**config.mk**
```make
export PLATFORM = sky130hd
export DESIGN_NAME = multi_channel_led_blinker_flat
export DESIGN_NICKNAME = d
export VERILOG_FILES = /design/src/hdl/mclb_pkg.sv /design/src/hdl/mclb_cmd_if.sv /design/src/hdl/mclb_rsp_if.sv /design/src/hdl/multi_channel_led_blinker.sv /design/src/flat_wrapper.sv
export VERILOG_INCLUDE_DIRS = /design/src /design/src/hdl
export SDC_FILE = /design/constraint.sdc
export NUM_CORES = 1
export LEC_CHECK = 0
export BUFFER_PORTS_ARGS = -buffer_cell sky130_fd_sc_hd__buf_2
export CAP_MARGIN = 20
export CORE_ASPECT_RATIO = 1.4
export CORE_UTILIZATION = 40
export DETAILED_ROUTE_END_ITERATION = 16
export PLACE_DENSITY_LB_ADDON = 0.05
export SKIP_CTS_REPAIR_TIMING = 1
export SYNTH_ARGS = -nofsm -noshare
export SYNTH_HDL_FRONTEND = slang
export SYNTH_SLANG_ARGS = --single-unit
```
**constraint.sdc**
```tcl
create_clock -name clk -period 7.2 [get_ports clk]
set_input_delay 0 -clock clk [delete_from_list [all_inputs] [get_ports clk]]
set_output_delay 0 -clock clk [all_outputs]
set_load 0.01 [all_outputs]
```
**src/hdl/multi_channel_led_blinker_assert.svh**
```systemverilog
// ----------------------------------------------------------------------------
// multi_channel_led_blinker_assert.svh
// Assertion macros for the LED blinker; empty when NO_ASSERTIONS is set.
// ----------------------------------------------------------------------------
`ifndef MULTI_CHANNEL_LED_BLINKER_ASSERT_SVH
`define MULTI_CHANNEL_LED_BLINKER_ASSERT_SVH

`ifndef NO_ASSERTIONS

// property must hold at every clock edge outside reset
`define MCLB_ASSERT(label, prop) \
  label: assert property (@(posedge clk) disable iff (rst) (prop)) \
    else $error("mclb assertion failed");

// condition must never be seen outside reset
`define MCLB_NEVER(label, cond) \
  label: assert property (@(posedge clk) disable iff (rst) !(cond)) \
    else $error("mclb forbidden condition seen");

`else

`define MCLB_ASSERT(label, prop)
`define MCLB_NEVER(label, cond)

`endif

`endif

```
**src/hdl/mclb_pkg.sv**
```systemverilog
// ----------------------------------------------------------------------------
// mclb_pkg
// Shared constants and types of the multi-channel LED blinker.
// ----------------------------------------------------------------------------
package mclb_pkg;

  // number of LED channels (1 to 32)
  localparam int CHANNELS = 8;
  localparam int CH_W     = (CHANNELS > 1) ? $clog2(CHANNELS) : 1;

  // item field widths
  localparam int OPC_W    = 3;
  localparam int CHAN_W   = 8;
  localparam int PER_W    = 32;
  localparam int TIME_W   = 32;
  localparam int HP_W     = 31;
  localparam int LEVELS_W = 8;

  // command codes
  typedef enum logic [OPC_W-1:0] {
    OP_OFF    = 3'd0,
    OP_ON     = 3'd1,
    OP_TOGGLE = 3'd2,
    OP_BLINK  = 3'd3,
    OP_TICK   = 3'd4
  } opcode_t;

  // sequencer states
  typedef enum logic [2:0] {
    ST_IDLE,
    ST_CMD,
    ST_CHK,
    ST_UPD,
    ST_OUT
  } state_t;

endpackage

```
**src/hdl/mclb_cmd_if.sv**
```systemverilog
// ----------------------------------------------------------------------------
// mclb_cmd_if
// Input channel of the LED blinker: one command or tick per item.
// ----------------------------------------------------------------------------
interface mclb_cmd_if;
  logic                         valid;
  logic                         ready;
  logic [mclb_pkg::OPC_W-1:0]   opcode;
  logic [mclb_pkg::CHAN_W-1:0]  channel;
  logic [mclb_pkg::PER_W-1:0]   blink_period;

  modport source (output valid, output opcode, output channel, output blink_period,
                  input ready);
  modport sink (input valid, input opcode, input channel, input blink_period,
                output ready);
endinterface

```
**src/hdl/mclb_rsp_if.sv**
```systemverilog
// ----------------------------------------------------------------------------
// mclb_rsp_if
// Output channel of the LED blinker: one status item per input item.
// ----------------------------------------------------------------------------
interface mclb_rsp_if;
  logic                           valid;
  logic                           ready;
  logic                           accepted;
  logic [mclb_pkg::LEVELS_W-1:0]  led_levels;
  logic                           any_blinking;
  logic [mclb_pkg::HP_W-1:0]      wait_ms;

  modport source (output valid, output accepted, output led_levels,
                  output any_blinking, output wait_ms, input ready);
  modport sink (input valid, input accepted, input led_levels,
                input any_blinking, input wait_ms, output ready);
endinterface

```
**src/hdl/multi_channel_led_blinker.sv**
```systemverilog
// ----------------------------------------------------------------------------
// multi_channel_led_blinker
// LED blink controller: per-channel level and blink schedule, ms time base.
// ----------------------------------------------------------------------------
// Usage: items on cmd carry an opcode (off, on, toggle, blink, ms tick), a
// channel and a blink half period. Every accepted item gives exactly one item
// on rsp: accepted flag, levels of channels 0..7, any-blinking flag and the
// least ms left until the next toggle.
// Sequence: the command state applies the command, then the scan visits
// each channel in a due-check state (toggle and reschedule) and then a
// remaining-time minimum state, then the output state loads the output
// register. The scan is one shared subtract/compare path stepped by a
// channel counter, so one item is in flight and cmd.ready is low meanwhile.
// Intake: a new item is taken only in the idle state, once the result of
// the last item has been loaded into the output register.
// Stall: the result sits in an output register; if rsp.ready is low, the
// block still takes the next item and works on it, then holds in the
// output state until the register frees.
// Reset: time base zero, all LEDs off, no channel blinking, no result held.
// ----------------------------------------------------------------------------
`include "multi_channel_led_blinker_assert.svh"

module multi_channel_led_blinker (
  input logic      clk,
  input logic      rst,
  mclb_cmd_if.sink   cmd,
  mclb_rsp_if.source rsp
);
  import mclb_pkg::*;

  // sequencer
  state_t state;
  state_t state_next;
  logic   take_cmd;
  logic   load_rsp;
  logic   rsp_free;
  logic   scan_last;

  // latched item
  logic [OPC_W-1:0]  op_q;
  logic [CHAN_W-1:0] chan_q;
  logic [PER_W-1:0]  period_q;

  // block state
  logic [TIME_W-1:0] now_ms;
  logic [CHANNELS-1:0] led_level;
  logic [CHANNELS-1:0] blinking;
  logic [HP_W-1:0]   half_period [CHANNELS];
  logic [TIME_W-1:0] due_time [CHANNELS];

  // scan state
  logic [CH_W-1:0]   idx;
  logic              any_q;
  logic [HP_W-1:0]   wait_q;
  logic              acc_q;

  // shared scan datapath
  logic [TIME_W-1:0] due_rd;
  logic [HP_W-1:0]   hp_rd;
  logic [TIME_W-1:0] late;
  logic [TIME_W-1:0] remain;
  logic [HP_W-1:0]   remain_clip;
  logic              in_range;
  logic [CH_W-1:0]   chan_idx;
  logic [HP_W-1:0]   hp_clamped;
  logic [LEVELS_W-1:0] level_bits;

  assign rsp_free  = !rsp.valid || rsp.ready;
  assign scan_last = (idx == CH_W'(CHANNELS - 1));
  assign in_range  = (chan_q < CHAN_W'(CHANNELS));
  assign chan_idx  = chan_q[CH_W-1:0];
  assign hp_clamped = period_q[PER_W-1] ? {HP_W{1'b1}} : period_q[HP_W-1:0];

  // one channel read port, addressed by the scan counter
  assign due_rd      = due_time[idx];
  assign hp_rd       = half_period[idx];
  assign late        = now_ms - due_rd;
  assign remain      = due_rd - now_ms;
  assign remain_clip = remain[TIME_W-1] ? '0 : remain[HP_W-1:0];

  // next state
  always_comb begin
    state_next = state;
    case (state)
      ST_IDLE: if (cmd.valid) state_next = ST_CMD;
      ST_CMD:  state_next = ST_CHK;
      ST_CHK:  state_next = ST_UPD;
      ST_UPD:  state_next = scan_last ? ST_OUT : ST_CHK;
      ST_OUT:  if (rsp_free) state_next = ST_IDLE;
      default: state_next = ST_IDLE;
    endcase
  end

  // sequencer outputs
  always_comb begin
    take_cmd = 1'b0;
    load_rsp = 1'b0;
    case (state)
      ST_IDLE: take_cmd = cmd.valid;
      ST_OUT:  load_rsp = rsp_free;
      default: begin
        take_cmd = 1'b0;
        load_rsp = 1'b0;
      end
    endcase
  end

  assign cmd.ready = (state == ST_IDLE);

  always_ff @(posedge clk) begin
    if (rst) state <= ST_IDLE;
    else     state <= state_next;
  end

  // item capture
  always_ff @(posedge clk) begin
    if (take_cmd) begin
      op_q     <= cmd.opcode;
      chan_q   <= cmd.channel;
      period_q <= cmd.blink_period;
    end
  end

  // command apply, scan and time base
  always_ff @(posedge clk) begin
    if (rst) begin
      now_ms    <= '0;
      led_level <= '0;
      blinking  <= '0;
      idx       <= '0;
      any_q     <= 1'b0;
      wait_q    <= '0;
      acc_q     <= 1'b0;
    end else begin
      case (state)
        ST_CMD: begin
          idx    <= '0;
          any_q  <= 1'b0;
          wait_q <= '0;
          if (op_q == OP_TICK) begin
            now_ms <= now_ms + TIME_W'(1);
            acc_q  <= 1'b1;
          end else if (!in_range) begin
            acc_q <= 1'b0;
          end else begin
            acc_q <= 1'b1;
            case (op_q)
              OP_OFF: begin
                blinking[chan_idx]  <= 1'b0;
                led_level[chan_idx] <= 1'b0;
              end
              OP_ON: begin
                blinking[chan_idx]  <= 1'b0;
                led_level[chan_idx] <= 1'b1;
              end
              OP_TOGGLE: begin
                blinking[chan_idx]  <= 1'b0;
                led_level[chan_idx] <= !led_level[chan_idx];
              end
              OP_BLINK: begin
                if (period_q == '0) begin
                  blinking[chan_idx]  <= 1'b0;
                  led_level[chan_idx] <= 1'b0;
                end else begin
                  blinking[chan_idx] <= 1'b1;
                end
              end
              default: acc_q <= 1'b0;
            endcase
          end
        end
        // due check: toggle and reschedule
        ST_CHK: begin
          if (blinking[idx] && !late[TIME_W-1]) begin
            led_level[idx] <= !led_level[idx];
          end
        end
        // remaining-time minimum
        ST_UPD: begin
          if (blinking[idx]) begin
            any_q <= 1'b1;
            if (!any_q || remain_clip < wait_q) wait_q <= remain_clip;
          end
          if (!scan_last) idx <= idx + CH_W'(1);
        end
        default: begin
          idx <= idx;
        end
      endcase
    end
  end

  // schedule storage, written by blink commands and the due check
  always_ff @(posedge clk) begin
    if (state == ST_CMD && op_q == OP_BLINK && in_range && period_q != '0) begin
      half_period[chan_idx] <= hp_clamped;
      due_time[chan_idx]    <= now_ms;
    end else if (state == ST_CHK && blinking[idx] && !late[TIME_W-1]) begin
      due_time[idx] <= now_ms + {1'b0, hp_rd};
    end
  end

  // levels of channels 0..7
  for (genvar g = 0; g < LEVELS_W; g++) begin : g_lvl
    if (g < CHANNELS) begin : g_on
      assign level_bits[g] = led_level[g];
    end else begin : g_off
      assign level_bits[g] = 1'b0;
    end
  end

  // output register
  always_ff @(posedge clk) begin
    if (rst) begin
      rsp.valid <= 1'b0;
    end else if (load_rsp) begin
      rsp.valid <= 1'b1;
    end else if (rsp.ready) begin
      rsp.valid <= 1'b0;
    end
  end

  always_ff @(posedge clk) begin
    if (load_rsp) begin
      rsp.accepted     <= acc_q;
      rsp.led_levels   <= level_bits;
      rsp.any_blinking <= any_q;
      rsp.wait_ms      <= wait_q;
    end
  end

  // assertions
  `MCLB_ASSERT(a_wait_zero_idle, rsp.valid && !rsp.any_blinking |-> rsp.wait_ms == '0)
  `MCLB_ASSERT(a_busy_after_take, cmd.valid && cmd.ready |=> !cmd.ready)
  `MCLB_ASSERT(a_tick_advances,
               state == ST_CMD && op_q == OP_TICK |=> now_ms == $past(now_ms) + TIME_W'(1))
  `MCLB_NEVER(a_idx_range, idx > CH_W'(CHANNELS - 1))

endmodule
```
**src/flat_wrapper.sv**
```systemverilog
// flat-port wrapper written by rule: the top's interface ports become plain ports
module multi_channel_led_blinker_flat import mclb_pkg::*;
  (clk, rst, cmd_valid, cmd_opcode, cmd_channel, cmd_blink_period, cmd_ready, rsp_valid, rsp_accepted, rsp_led_levels, rsp_any_blinking, rsp_wait_ms, rsp_ready);
  mclb_cmd_if cmd_i ();
  mclb_rsp_if rsp_i ();
  input logic clk;
  input logic rst;
  input wire logic [$bits(cmd_i.valid)-1:0] cmd_valid;
  input wire logic [$bits(cmd_i.opcode)-1:0] cmd_opcode;
  input wire logic [$bits(cmd_i.channel)-1:0] cmd_channel;
  input wire logic [$bits(cmd_i.blink_period)-1:0] cmd_blink_period;
  output wire logic [$bits(cmd_i.ready)-1:0] cmd_ready;
  output wire logic [$bits(rsp_i.valid)-1:0] rsp_valid;
  output wire logic [$bits(rsp_i.accepted)-1:0] rsp_accepted;
  output wire logic [$bits(rsp_i.led_levels)-1:0] rsp_led_levels;
  output wire logic [$bits(rsp_i.any_blinking)-1:0] rsp_any_blinking;
  output wire logic [$bits(rsp_i.wait_ms)-1:0] rsp_wait_ms;
  input wire logic [$bits(rsp_i.ready)-1:0] rsp_ready;
  assign cmd_i.valid = cmd_valid;
  assign cmd_i.opcode = cmd_opcode;
  assign cmd_i.channel = cmd_channel;
  assign cmd_i.blink_period = cmd_blink_period;
  assign cmd_ready = cmd_i.ready;
  assign rsp_valid = rsp_i.valid;
  assign rsp_accepted = rsp_i.accepted;
  assign rsp_led_levels = rsp_i.led_levels;
  assign rsp_any_blinking = rsp_i.any_blinking;
  assign rsp_wait_ms = rsp_i.wait_ms;
  assign rsp_i.ready = rsp_ready;
  multi_channel_led_blinker u_core (.clk(clk), .rst(rst), .cmd(cmd_i), .rsp(rsp_i));
endmodule
```
==> Yosys cells after proc, flatten, opt, wreduce, memory -nomap -nowiden <==
Memory sizes are Yosys's and may differ from the RTL's. A register that Yosys moved wholly into a read port is not among the register bits.
Cells that the tools add are included.
{ "op_classes": {"n_addsub": 5, "multipliers": 0, "div": 0, "magnitude_cmp": 6, "n_eq_ne": 19, "shifts": 0, "muxes": 52, "bitwise_logic": 6, "reduce_logical": 33} }
{ "op_table": {"columns": ["cell", "count"], "rows": [
  ["$mux 31", 4],
  ["$sub 32x32->32", 2],
  ["$pmux 31 s2", 1],
  ["$mux 8", 5],
  ["$add 32x1->32 const B", 1],
  ["$add 32x31->32", 1],
  ["$logic_not 32->1", 1],
  ["$mux 32", 1],
  ["$pmux 8 s2", 2],
  ["$pmux 8 s4", 1],
  ["$reduce_bool 32->1", 1],
  ["$reduce_or 32->1", 1],
  ["$lt 31x31->1", 1],
  ["$mux 3", 9],
  ["$mux 1", 19],
  ["$and 8x8->8", 2],
  ["$bwmux 8", 2],
  ["$or 8x8->8", 2],
  ["$pmux 3 s5", 1],
  ["$eq 3x2->1 const B", 4],
  ["$ne 2x1->1 const B", 5],
  ["$bmux 1 s3", 3],
  ["$eq 3x3->1 const B", 3],
  ["$logic_and 1x1->1", 8],
  ["other kinds (23)", 41]
]} }
{ "totals": {"regBits": 172, "latchBits": 0, "mem_bits_rw": 504, "mem_bits_ro": 0, "inputBits": 47, "output_inout_bits": 43, "n_memories": 2} }
{ "memory_table": {"columns": ["memory", "words", "word_bits", "read_ports", "rd_ports_with_merged_regs", "write_ports", "line_no", "rtl"], "rows": [
  ["u_core.due_time", 8, 32, 1, 1, 1, "multi_channel_led_blinker.sv:49", "logic [TIME_W-1:0] due_time [CHANNELS];"],
  ["u_core.half_period", 8, 31, 1, 1, 1, "multi_channel_led_blinker.sv:48", "logic [HP_W-1:0] half_period [CHANNELS];"]
]} }

==> Depth between registers and ports, before layout <==
Gate-level depths: netlist (run 1).
{ "depth": {"ltp_word": 11, "mapped_depth": 29} }

==> Least setup slack after synthesis (run 1) <==
Ideal clock, no wire load.
{ "synth_timing": {"path_kind": "register to register", "startpoint": "register (tool-made name)", "endpoint": "register u_core.wait_q[14]", "t_arrival_ns": 6.455, "required_time_ns": 7.132, "setup_slack_ns": 0.678, "path_stages_with_launch": 30, "path_buffers": 7, "synth_period_minus_slack_ns": 6.522, "cell_sequence": "dfxtp_1 > buf_6 > clkbuf_1 > buf_1 > mux4_2 > mux2i_1 > inv_1 > ha_1 > clkbuf_1 > nand3_1 > nor4_1 > o2111ai_1 > o211ai_1 > nand2_1 > nand2_1 > xnor2_1 > clkbuf_1 > nor2_1 > ha_1 > a21o_1 > a21o_1 > a21o_1 > a211oi_1 > o21ai_0 > a221o_1 > o21ai_1 > and3_1 > buf_2 > buf_4 > o2bb2ai_2"} }
{ "synth_lines": {"columns": ["item", "line_no", "rtl"], "rows": [
  ["to (signal assigned)", "multi_channel_led_blinker.sv:182", "if (!any_q || remain_clip < wait_q) wait_q <= remain_clip;"],
  ["to (decl)", "multi_channel_led_blinker.sv:54", "logic [HP_W-1:0] wait_q;"]
]} }

==> impl_results.md, run 1 <==
* Chip Width at between 200 and 250 microns
* Yosys warning count at 0
* Mux cell area share after synthesis at 0.116
* Max cap viols at 0
* Leak at 12.2 nW
* Main combinational cell family by area after synthesis: multiplexers
* Area share of the largest cell type after synthesis at 0.567
* First-pass GRT wire length at around 120000 microns
* Tightest Pin Transition at ~1000 ps
* Clock Skew at roughly 26 ps
* Synth Area in Adders at 0.0523
* Worst setup margin at 477 ps
* Io pins at 90
* Comb pwr share at 0.034
* Relative slew slack at 0.315
* Worst Reg-to-Reg Cells at 20
* FP Rows at 120
* Cells after Synth at ~2.1k
* Placed Cells at between 3k and 4k
* Crit path DAT at roughly 7200 ps
* Worst Hold End: u_core.rsp.valid
* Slowest stage delay, CP at approximately 640 ps
* P_int at ~6.6 mW
* Yosys cell types at slightly above 80
* WL per Instance at 23.3 microns
* Switching power total at around 1.7 mW
* Total CTS buffers at between 70 and 80
* Max stage delay cell, worst path: nor3_1
* Initial antenna violation count at 1
* Final period util at 0.934
* Power density over the cells at around 230 nW/um^2
* Top FF cell, synth: edfxtp_1
* Fin. Hold Viols at 0
* Hold Path Class: input pin to flop
* CP Buf/Inv Count at 4
* Number of port buffers at 89
* Chip height at between 300 and 400 microns
* Simple-gate share of the synthesized area at 0.0735
* Worst path required time at ~7700 ps
* Detailed Place HPWL at about 54000 microns
* Syn avg cell area at approximately 15 sq um
* Starting Density at 0.406
* Final Max Slew Viols at 0
* Worst VDD drop at ~0.00019 V
* Leading area contributor after synthesis: edfxtp_1
* Vias in the first global route at roughly 19k
* EDFF count, synth at approximately 600
* Clock latency at the later pin of the worst-skew pair at around 630 ps
* Routed wire length at between 70000 and 80000 microns
* GP Congestion at ~0.87
* Final cell count without fillers at about 3.4k
* Initial DRC Count at 1006
* Hold path depth at 3
* Layout cell share with drive strength beyond 1 at 0.221
* Drt pass-1 iters at 6
* Top cells by area, synth: edfxtp_1, mux4_2, dfxtp_1, ha_1, nor2_1
* R2R Setup Slk at 480 ps
* Total chip power at 8.33 mW
* Critical path class: flop to flop
* Crit Path Max Fanout at 31
* Hold_sp: rst
* Worst Setup End Kind: flop
* Area Overhead vs Synth at 16.1%
* Top delay family on crit path: compound AO/OA/AOI/OAI gates
* Largest net degree at the start of global routing at 66
* Core area at 76700 sq um
* Compound-Gate Fraction of Synth Area at 0.0831
* Critical path cell sequence: buf_12 -> mux4_2 -> mux2i_1 -> inv_1 -> ha_1 -> a21oi_1 -> o21ai_0 -> a221oi_1 -> nand2_1 -> xnor2_2 -> buf_4 -> nor3_1 -> ha_1 -> a21oi_1 -> o221ai_1 -> a221o_1 -> o21ai_1 -> a211o_1 -> buf_4 -> o32ai_1
* Startpoint types: flop
* Mapped Area at around 31000 sq um
* CTS tree: done
* FMAX at approximately 150 MHz
* Setup violators final at 0
* Gr usage total at 0.203
* Status: finished clean
* R2r endpoint: u_core.wait_q[29]
* Setup TNS at 0 ps
* DRC violations left at 0
* Ant. Diodes at 0
* Seq pwr share at 0.515
* GR Overflow Total at 0
* Detail Route Antenna Nets at 0
* Clk sink count at approximately 680
* Layout Utilization at 0.472
* Fin crit period at just under 7000 ps
* Switching portion of total power at 0.208
* Root buffer cell: clkbuf_16
* RSZ-0062 raised after global routing: false
* FF+latch count, synth at around 680
* Layout net count at 2489
* Clock buffer depth at 3
* Async set-reset flop share out of synthesis at 0
* Clock slew seen by the registers of the worst setup and hold paths at roughly 60 ps
* Dpl ws at 270 ps
* Drt via density at approximately 5.4
* Clock power frac at 0.452
* Die Area at 79000 sq um
* Mapped Nets at approximately 2.3k
* Synth Area in XOR/XNOR at 0.0219
* Via count at between 15k and 20k
* H-Tree Depth at 3
* Post-synthesis sequential area ratio at 0.625
-- area by class of cell --
cell class / count / area (sq um)
Timing Repair Buffer: 205 / 1590
Tap cell: 1037 / 1300
Clock buffer: 95 / 2040
Clock inverter: 34 / 350
Fill cell: 6740 / 40500
Sequential cell: 679 / 19500
Inverter: 126 / 473
Multi-Input combinational cell: 1228 / 10900
-- placed cells by master, fill, tap and decap left out, types with 36 or more instances in the layout --
| cell | instances |
|---|---|
| nor2_1 | 128 |
| inv_1 | 126 |
| nand2_1 | 101 |
| mux4_2 | 126 |
| xnor2_1 | 54 |
| mux2i_1 | 36 |
| o21ai_0 | 66 |
| clkbuf_16 | 76 |
| dlygate4sd3_1 | 45 |
| a21o_1 | 42 |
| buf_2 | 89 |
| buf_4 | 55 |
| a21oi_1 | 84 |
| edfxtp_1 | 588 |
| ha_1 | 127 |
| dfxtp_1 | 88 |
-- worst reg2reg max path, stage by stage, from the launching register on --
cell	delay, ps
dfxtp_4	600
buf_12	320
mux4_2	550
mux2i_1	270
inv_1	80
ha_1	390
a21oi_1	220
o21ai_0	130
a221oi_1	560
nand2_1	230
xnor2_2	210
buf_4	220
nor3_1	650
ha_1	380
a21oi_1	210
o221ai_1	190
a221o_1	390
o21ai_1	200
a211o_1	150
buf_4	450
o32ai_1	190
-- flip-flops by register name, summed over array words and instances (netlist names), named ones only --
name / cells
u_core.rsp.accepted: 1
u_core.now_ms: 32
u_core.led_level: 8
u_core.due_time: 256
u_core.chan_q: 8
u_core.idx: 3
u_core.period_q: 32
u_core.acc_q: 1
u_core.state: 3
u_core.rsp.led_levels: 8
u_core.half_period: 248
u_core.op_q: 3
u_core.any_q: 1
u_core.rsp.wait_ms: 31
u_core.rsp.any_blinking: 1
u_core.wait_q: 31
u_core.rsp.valid: 1
-- logic make-up (layout without fill, tap and decap cells) --
kind of cell | count (synthesis) | after routing
AOI/OAI and AO/OA | 360 | 360
and+or+nand+nor | 463 | 463
muxes | 199 | 199
DFF | 679 | 679
xor gates and xnor gates | 77 | 77
adders and majority gates | 129 | 129
buffers and inverters | 211 | 460
-- Yosys cell counts, types with 12 or more instances --
cell type and n:
nor4_1 19, a211oi_1 21, edfxtp_1 588, a21o_1 42, buf_1 13, xor2_1 21
nand2b_1 20, and2_1 15, mux4_2 126, nor2_1 129, nand3_1 33, o211ai_1 12
ha_1 127, inv_1 126, mux2_2 33, dfxtp_1 91, nor3_1 34, o21ai_0 66
nand2_1 101, o2bb2ai_2 24, a21oi_1 84, nor2b_1 13, clkbuf_1 58, xnor2_1 55
mux2i_1 36, nand4_1 24, or2_2 33, a31oi_1 14
-- how the worst max path moves through the flow --
stage / from / end / slack, ps / cells after the start
after floorplan: flop / u_core.wait_q[14] / 680 / 29
after global placement: flop / u_core.wait_q[12] / 260 / 23
after detailed placement: flop / u_core.wait_q[29] / 270 / 23
after CTS: flop / u_core.wait_q[29] / 240 / 23
after global routing: flop / u_core.wait_q[24] / 60 / 23
final: flop / u_core.wait_q[29] / 480 / 20
-- through the flow --
stage | area, sq um | hold slack, ps
finish | 36200 | 17.2
detailed placement | 33300 | 178
CTS | 35600 | -495
global placement | 33200 | 178
floorplan | 31100 | 98.9
global route | 36200 | 34.3
-- layer usage --
metal | track usage | vias up | part of all wire
li1 | - | 8546 | -
met1 | 0.246 | 9393 | 0.42
met5 | 0 | - | 0
met2 | 0.370 | 295 | 0.53
met3 | 0.0241 | 117 | 0.029
met4 | 0.0684 | 0 | 0.027
-- power groups by stage --
stage	clock, mW	sequential, mW	combinational [mW]
6_report	3.76	4.29	0.282
5_1_grt	4.00	4.29	0.309
4_1_cts	3.87	4.29	0.264
3_5_place_dp	0	4.37	0.263
3_3_place_gp	0	4.37	0.259
2_1_floorplan	0	4.36	0.180
No activity file was read; power rests on OpenSTA's default activity.
==> run 2: changes to the inputs <==
--- a/config.mk
+++ b/config.mk
@@ -12,6 +12,7 @@
 export CORE_UTILIZATION = 40
 export DETAILED_ROUTE_END_ITERATION = 16
 export PLACE_DENSITY_LB_ADDON = 0.05
+export RECOVER_POWER = 50
 export SKIP_CTS_REPAIR_TIMING = 1
 export SYNTH_ARGS = -nofsm -noshare
 export SYNTH_HDL_FRONTEND = slang
==> run 2 against run 1 <==
Compared with the run above:
- the run now ends with max-capacitance violations, max-slew violations left
- global-route usage unchanged
- first-iteration DRC count increased by 5.1%
- worst setup slack improved by 2.3 ps
- critical path depth unchanged
- non-clock buffer count unchanged
==> impl_results.md, run 2 (same netlist as run 1, synthesis figures left out) <==
* Clock slew seen by the registers of the worst setup and hold paths at around 60 ps
* H-Tree Depth at 3
* Hold Path Class: input pin to flop
* Design area at ~36000 sq um
* Crit path DAT at about 7000 ps
* FMAX at around 150 MHz
* DR top layer: met4
* Ant. Diodes at 0
* Critical path class: flop to flop
* Commonest non-fill, non-tap cells in the layout: edfxtp_1, nor2_1, ha_1, inv_1, mux4_2
* Largest net degree at the start of global routing at 66
* Critical path cell sequence: buf_12 -> mux4_2 -> mux2i_1 -> inv_1 -> ha_1 -> a21oi_1 -> o21ai_0 -> a221oi_1 -> nand2_1 -> xnor2_2 -> buf_4 -> nor3_1 -> ha_1 -> a21oi_1 -> o221ai_1 -> a221o_1 -> o21ai_1 -> a211o_1 -> buf_4 -> o32ai_1
* Clock Skew at about 28 ps
* Total CTS buffers at 73
* Placed Cells at roughly 3.2k
* Worst path required time at between 7000 and 8000 ps
* GR Overflow Total at 0
* Gr usage total at 0.203
* Clk sink count at approximately 680
* Final period util at 0.933
* Tightest Pin Transition at ~2600 ps
* Fin crit period at between 6000 and 7000 ps
* Register Area at 19500 sq um
* Final Max Slew Viols at 294
* Most common cell after layout, fill and taps aside: edfxtp_1
* Top flop regs: u_core.due_time x256, u_core.half_period x248
* Drt pass-1 iters at 7
* Core area at about 77000 sq um
* Die Area at between 70000 and 80000 sq um
* First-pass GRT wire length at ~120000 microns
* Leak at between 10 and 15 nW
* Worst VDD drop at approximately 0.00019 V
* Setup violators final at 0
* Routed wire length at approximately 80000 microns
* CTS tree: done
* Worst Setup End Kind: flop
* Io pins at 90
* Setup TNS at 0 ps
* Via count at 18.3k
* Failing checks: max-capacitance violations, max-slew violations
* RSZ-0062 raised after global routing: false
* Multi-input logic area at between 10000 and 15000 sq um
* Metal2 WL at 42000 microns
* Detailed Place HPWL at 54200 microns
* CP Buf/Inv Count at 4
* Filler cells at 6782
* Slowest stage delay, CP at just over 600 ps
* Number of port buffers at between 80 and 90
* DRT met1 WL at 33200 microns
* Chip Width at between 200 and 250 microns
* Drt via density at about 5.4
* Initial DRC Count at approximately 1.1k
* Root buffer cell: clkbuf_16
* FP Rows at 120
* Area Overhead vs Synth at 15.6%
* Max cap viols at 9
* GP Congestion at ~0.87
* Max reg flops at around 260
* Max stage delay cell, worst path: nor3_1
* Power density over the cells at 231 nW/um^2
* Vias in the first global route at around 19k
* DP Area at about 33000 sq um
* DRC violations left at 0
* Layout cell share with drive strength beyond 1 at 0.183
* Final cell count without fillers at roughly 3.4k
* Starting Density at 0.406
* Status: complete, but fails checks
* Layout net count at around 2.5k
* Clock latency at the later pin of the worst-skew pair at between 600 and 700 ps
* Largest Register: u_core.due_time
* Relative slew slack at -0.728
* Met3 wire length at ~2200 microns
* Initial antenna violation count at 1
* WL per Instance at 23.4 microns
* Chip height at roughly 330 microns
* Crit Path Max Fanout at 31
* Startpoint types: flop
* Clock buffer depth at 3
* Hold_sp: rst
* Top delay family on crit path: compound AO/OA/AOI/OAI gates
* Detail Route Antenna Nets at 0
* Fin. Hold Viols at 0
run 2: per-layer routing:
layer,global-route usage,up-vias
li1,-,8549
met1,0.246,9394
met2,0.370,283
met3,0.0241,119
met4,0.0684,0
met5,0,-
run 2: power breakdown:
| part | total (mW) | leakage [nW] | internal, mW | switching, mW |
|---|---|---|---|---|
| Clock | 3.76 | 1.17 | 2.22 | 1.54 |
| Combinational | 0.276 | 4.76 | 0.111 | 0.165 |
| Sequential | 4.29 | 6.09 | 4.27 | 0.0198 |
| Total | 8.33 | 12.0 | 6.60 | 1.73 |
run 2: path summary, 6_finish.rpt:
check                            to  slack, ps  cells after the start
max               u_core.wait_q[29]        480                     20
max reg2reg       u_core.wait_q[29]        480                     20
min reg2reg  u_core.rsp.wait_ms[18]        430                      0
min                u_core.rsp.valid         20                      3
run 2: layout make-up:
type,instances,share of cell area
clock inverters,34,0.00973
multi-input cells,1228,0.302
clock buffers,95,0.0568
inverters,126,0.0131
well taps,1037,0.0360
flip-flops and latches,679,0.541
repair buffers,205,0.0406
run 2: worst min-delay path: stages:
cell	delay, ps
buf_2	90
buf_4	320
nor2_1	180
run 2: stage by stage:
step,setup slack (ps),total power [mW],utilization,hold WS [ps]
2_1_floorplan,678,4.54,-,98.9
3_3_place_gp,256,4.63,0.433,178
3_5_place_dp,270,4.64,0.433,178
4_1_cts,238,8.42,0.465,-495
5_1_grt,58.1,8.59,0.469,34.2
6_report,480,8.33,0.469,16.6
==> run 3: changes to the inputs <==
--- a/config.mk
+++ b/config.mk
@@ -8,6 +8,8 @@
 export LEC_CHECK = 0
 export BUFFER_PORTS_ARGS = -buffer_cell sky130_fd_sc_hd__buf_2
 export CAP_MARGIN = 20
+export CELL_PAD_IN_SITES_DETAIL_PLACEMENT = 1
+export CELL_PAD_IN_SITES_GLOBAL_PLACEMENT = 1
 export CORE_ASPECT_RATIO = 1.4
 export CORE_UTILIZATION = 40
 export DETAILED_ROUTE_END_ITERATION = 16
==> run 3 against run 2 <==
Compared with the run above:
- the run still ends with max-capacitance violations, max-slew violations left
- flip-flop and latch count is the same
- via count grew 0.33%
- critical path depth grew 4
- utilization shrank 0.24 points
- sequential share of layout area grew 0.27 points
- final area shrank 0.50%
- clock skew shrank 0.90 ps
==> impl_results.md, run 3 (same netlist as run 1, synthesis figures left out) <==
* Status: complete, but fails checks
* Failing checks: max-capacitance violations, max-slew violations
* Total chip power at 8.21 mW
* Drt via density at 5.42
* Top flop regs: u_core.due_time x256, u_core.half_period x248
* FP Rows at 120
* Clock power frac at 0.444
* Commonest non-fill, non-tap cells in the layout: edfxtp_1, nor2_1, ha_1, inv_1, mux4_2
* FMAX at around 150 MHz
* Layout cell share with drive strength beyond 1 at 0.174
* Power density over the cells at 229 nW/um^2
* Tightest Pin Transition at approximately 2600 ps
* Max cap viols at 9
* Leak at 11.9 nW
* First-pass GRT wire length at approximately 120000 microns
* Clk sink count at between 600 and 700
* Die Area at ~79000 sq um
* Comb pwr share at 0.034
* Setup TNS at 0 ps
* R2r endpoint: u_core.wait_q[9]
* R2R Setup Slk at between 400 and 500 ps
* Largest net degree at the start of global routing at 60
* Detailed Place HPWL at around 57000 microns
* Seq pwr share at 0.523
* Crit path DAT at 7300 ps
* Relative slew slack at -0.701
* Crit Path Max Fanout at 31
* Vias in the first global route at a little under 20k
* Drt pass-1 iters at 6
* Slowest stage delay, CP at around 610 ps
* Area Overhead vs Synth at 15.0%
* Fin crit period at around 6700 ps
* Chip Width at 238 microns
* Starting Density at 0.406
* Clock latency at the later pin of the worst-skew pair at ~640 ps
* Initial DRC Count at ~900
* Most used cell, CP: a21oi_1
* Worst Reg-to-Reg Cells at 24
* Startpoint types: flop
* Worst VDD drop at around 0.00022 V
* Core area at approximately 77000 sq um
* Worst Hold End: u_core.now_ms[29]
* Worst Setup End Kind: flop
* Number of port buffers at 89
* Final Max Slew Viols at 300
* Hold_sp: rst
* Hold path depth at 3
* Clock Skew at roughly 27 ps
* P_int at between 6 and 7 mW
* GR Overflow Total at 0
* Worst path required time at 7760 ps
* Initial antenna violation count at 0
* Gr usage total at 0.213
* GP Congestion at between 0.8 and 0.9
* Ant. Diodes at 0
* Hold Path Class: input pin to flop
* Max stage delay cell, worst path: dfxtp_4
* Switching power total at ~1.7 mW
* CTS tree: done
* RSZ-0062 raised after global routing: false
* Total CTS buffers at roughly 70
* Most common cell after layout, fill and taps aside: edfxtp_1
* Via count at between 15k and 20k
* Max reg flops at about 260
* Clock slew seen by the registers of the worst setup and hold paths at about 60 ps
* Critical path cell sequence: buf_4 -> buf_4 -> mux4_2 -> mux2i_2 -> inv_1 -> ha_1 -> nand2b_1 -> a21oi_1 -> o21a_1 -> a21bo_2 -> a311oi_1 -> o41ai_1 -> a21oi_1 -> xor2_1 -> nor2_1 -> ha_1 -> nand4_1 -> nor4_1 -> nand2_1 -> a21oi_1 -> o21ai_1 -> a211o_1 -> buf_12 -> o2bb2ai_2
* Chip height at 332 microns
* Fin. Hold Viols at 0
* Critical path class: flop to flop
* Io pins at 90
* Detail Route Antenna Nets at 0
* Largest Register: u_core.due_time
* H-Tree Depth at 3
* Routed wire length at 83300 microns
* Clock buffer depth at 3
* DRC violations left at 0
* Setup violators final at 0
* Root buffer cell: clkbuf_16
* Final period util at 0.936
* Switching portion of total power at 0.210
* Layout net count at ~2.5k
* WL per Instance at between 20 and 25 microns
==> run 3: changes by cell type in the layout (fill, tap and decap cells not counted), moves of 3 or more <==
cell       change
clkbuf_16      -3
clkinv_1       +5
clkbuf_8       -5
clkinv_2       -4
buf_4          -4
clkbuf_1       +5
==> run 3: worst max path at each step <==
stage / slack [ps] / cells past startpoint / start / to
floorplan: 680 / 29 / flop / u_core.wait_q[14]
global placement: 350 / 24 / flop / u_core.wait_q[22]
detailed placement: 270 / 25 / flop / u_core.wait_q[30]
CTS: 240 / 25 / flop / u_core.wait_q[22]
global route: 6 / 23 / flop / u_core.wait_q[30]
finish: 460 / 24 / flop / u_core.wait_q[9]
==> run 3: area by class of cell <==
| class | instances | area (sq um) |
|---|---|---|
| fill | 7594 | 40900 |
| clock buffer | 94 | 1930 |
| timing repair buffer | 199 | 1420 |
| clock inverter | 33 | 343 |
| sequential | 679 | 19500 |
| inverter | 126 | 473 |
| tap | 1037 | 1300 |
| multi-input combinational | 1228 | 10900 |
==> run 3: routing by layer <==
metal	part of all wire	track usage	vias to the layer above	wire length (microns)
li1	-	-	8546	-
met1	0.40	0.248	9502	33600
met2	0.55	0.400	241	45500
met3	0.025	0.0279	116	2060
met4	0.025	0.0655	0	2110
met5	0	0	-	0
==> run 3: power by group through the flow <==
| stage | Clock, mW | Sequential [mW] | Combinational (mW) |
|---|---|---|---|
| final | 3.64 | 4.29 | 0.278 |
| after global routing | 3.87 | 4.29 | 0.304 |
| after CTS | 3.74 | 4.29 | 0.269 |
| after detailed placement | 0 | 4.37 | 0.269 |
| after global placement | 0 | 4.37 | 0.262 |
| after floorplan | 0 | 4.36 | 0.180 |
==> run 3: critical path, delay by kind of cell (launching register included) <==
kind / cells / cell delay [ps]
AO/OA/AOI/OAI: 10 / 2510
multiplexers: 2 / 940
buffers and inverters: 4 / 900
AND/OR/NAND/NOR: 5 / 830
flip-flops: 1 / 610
adder cells (fa/ha/maj): 2 / 600
XOR/XNOR: 1 / 250
==> run 3: stage by stage <==
stage | util | setup slack [ps] | instances | area (sq um) | hold WS (ps)
6_report | 0.467 | 458 | 3396 | 35800 | 41.1
3_3_place_gp | 0.433 | 353 | 3221 | 33200 | 177
4_1_cts | 0.463 | 238 | 3348 | 35500 | -505
5_1_grt | 0.467 | 6.48 | 3396 | 35800 | 46.4
2_1_floorplan | - | 678 | 2118 | 31100 | 98.9
3_5_place_dp | 0.433 | 271 | 3221 | 33200 | 178
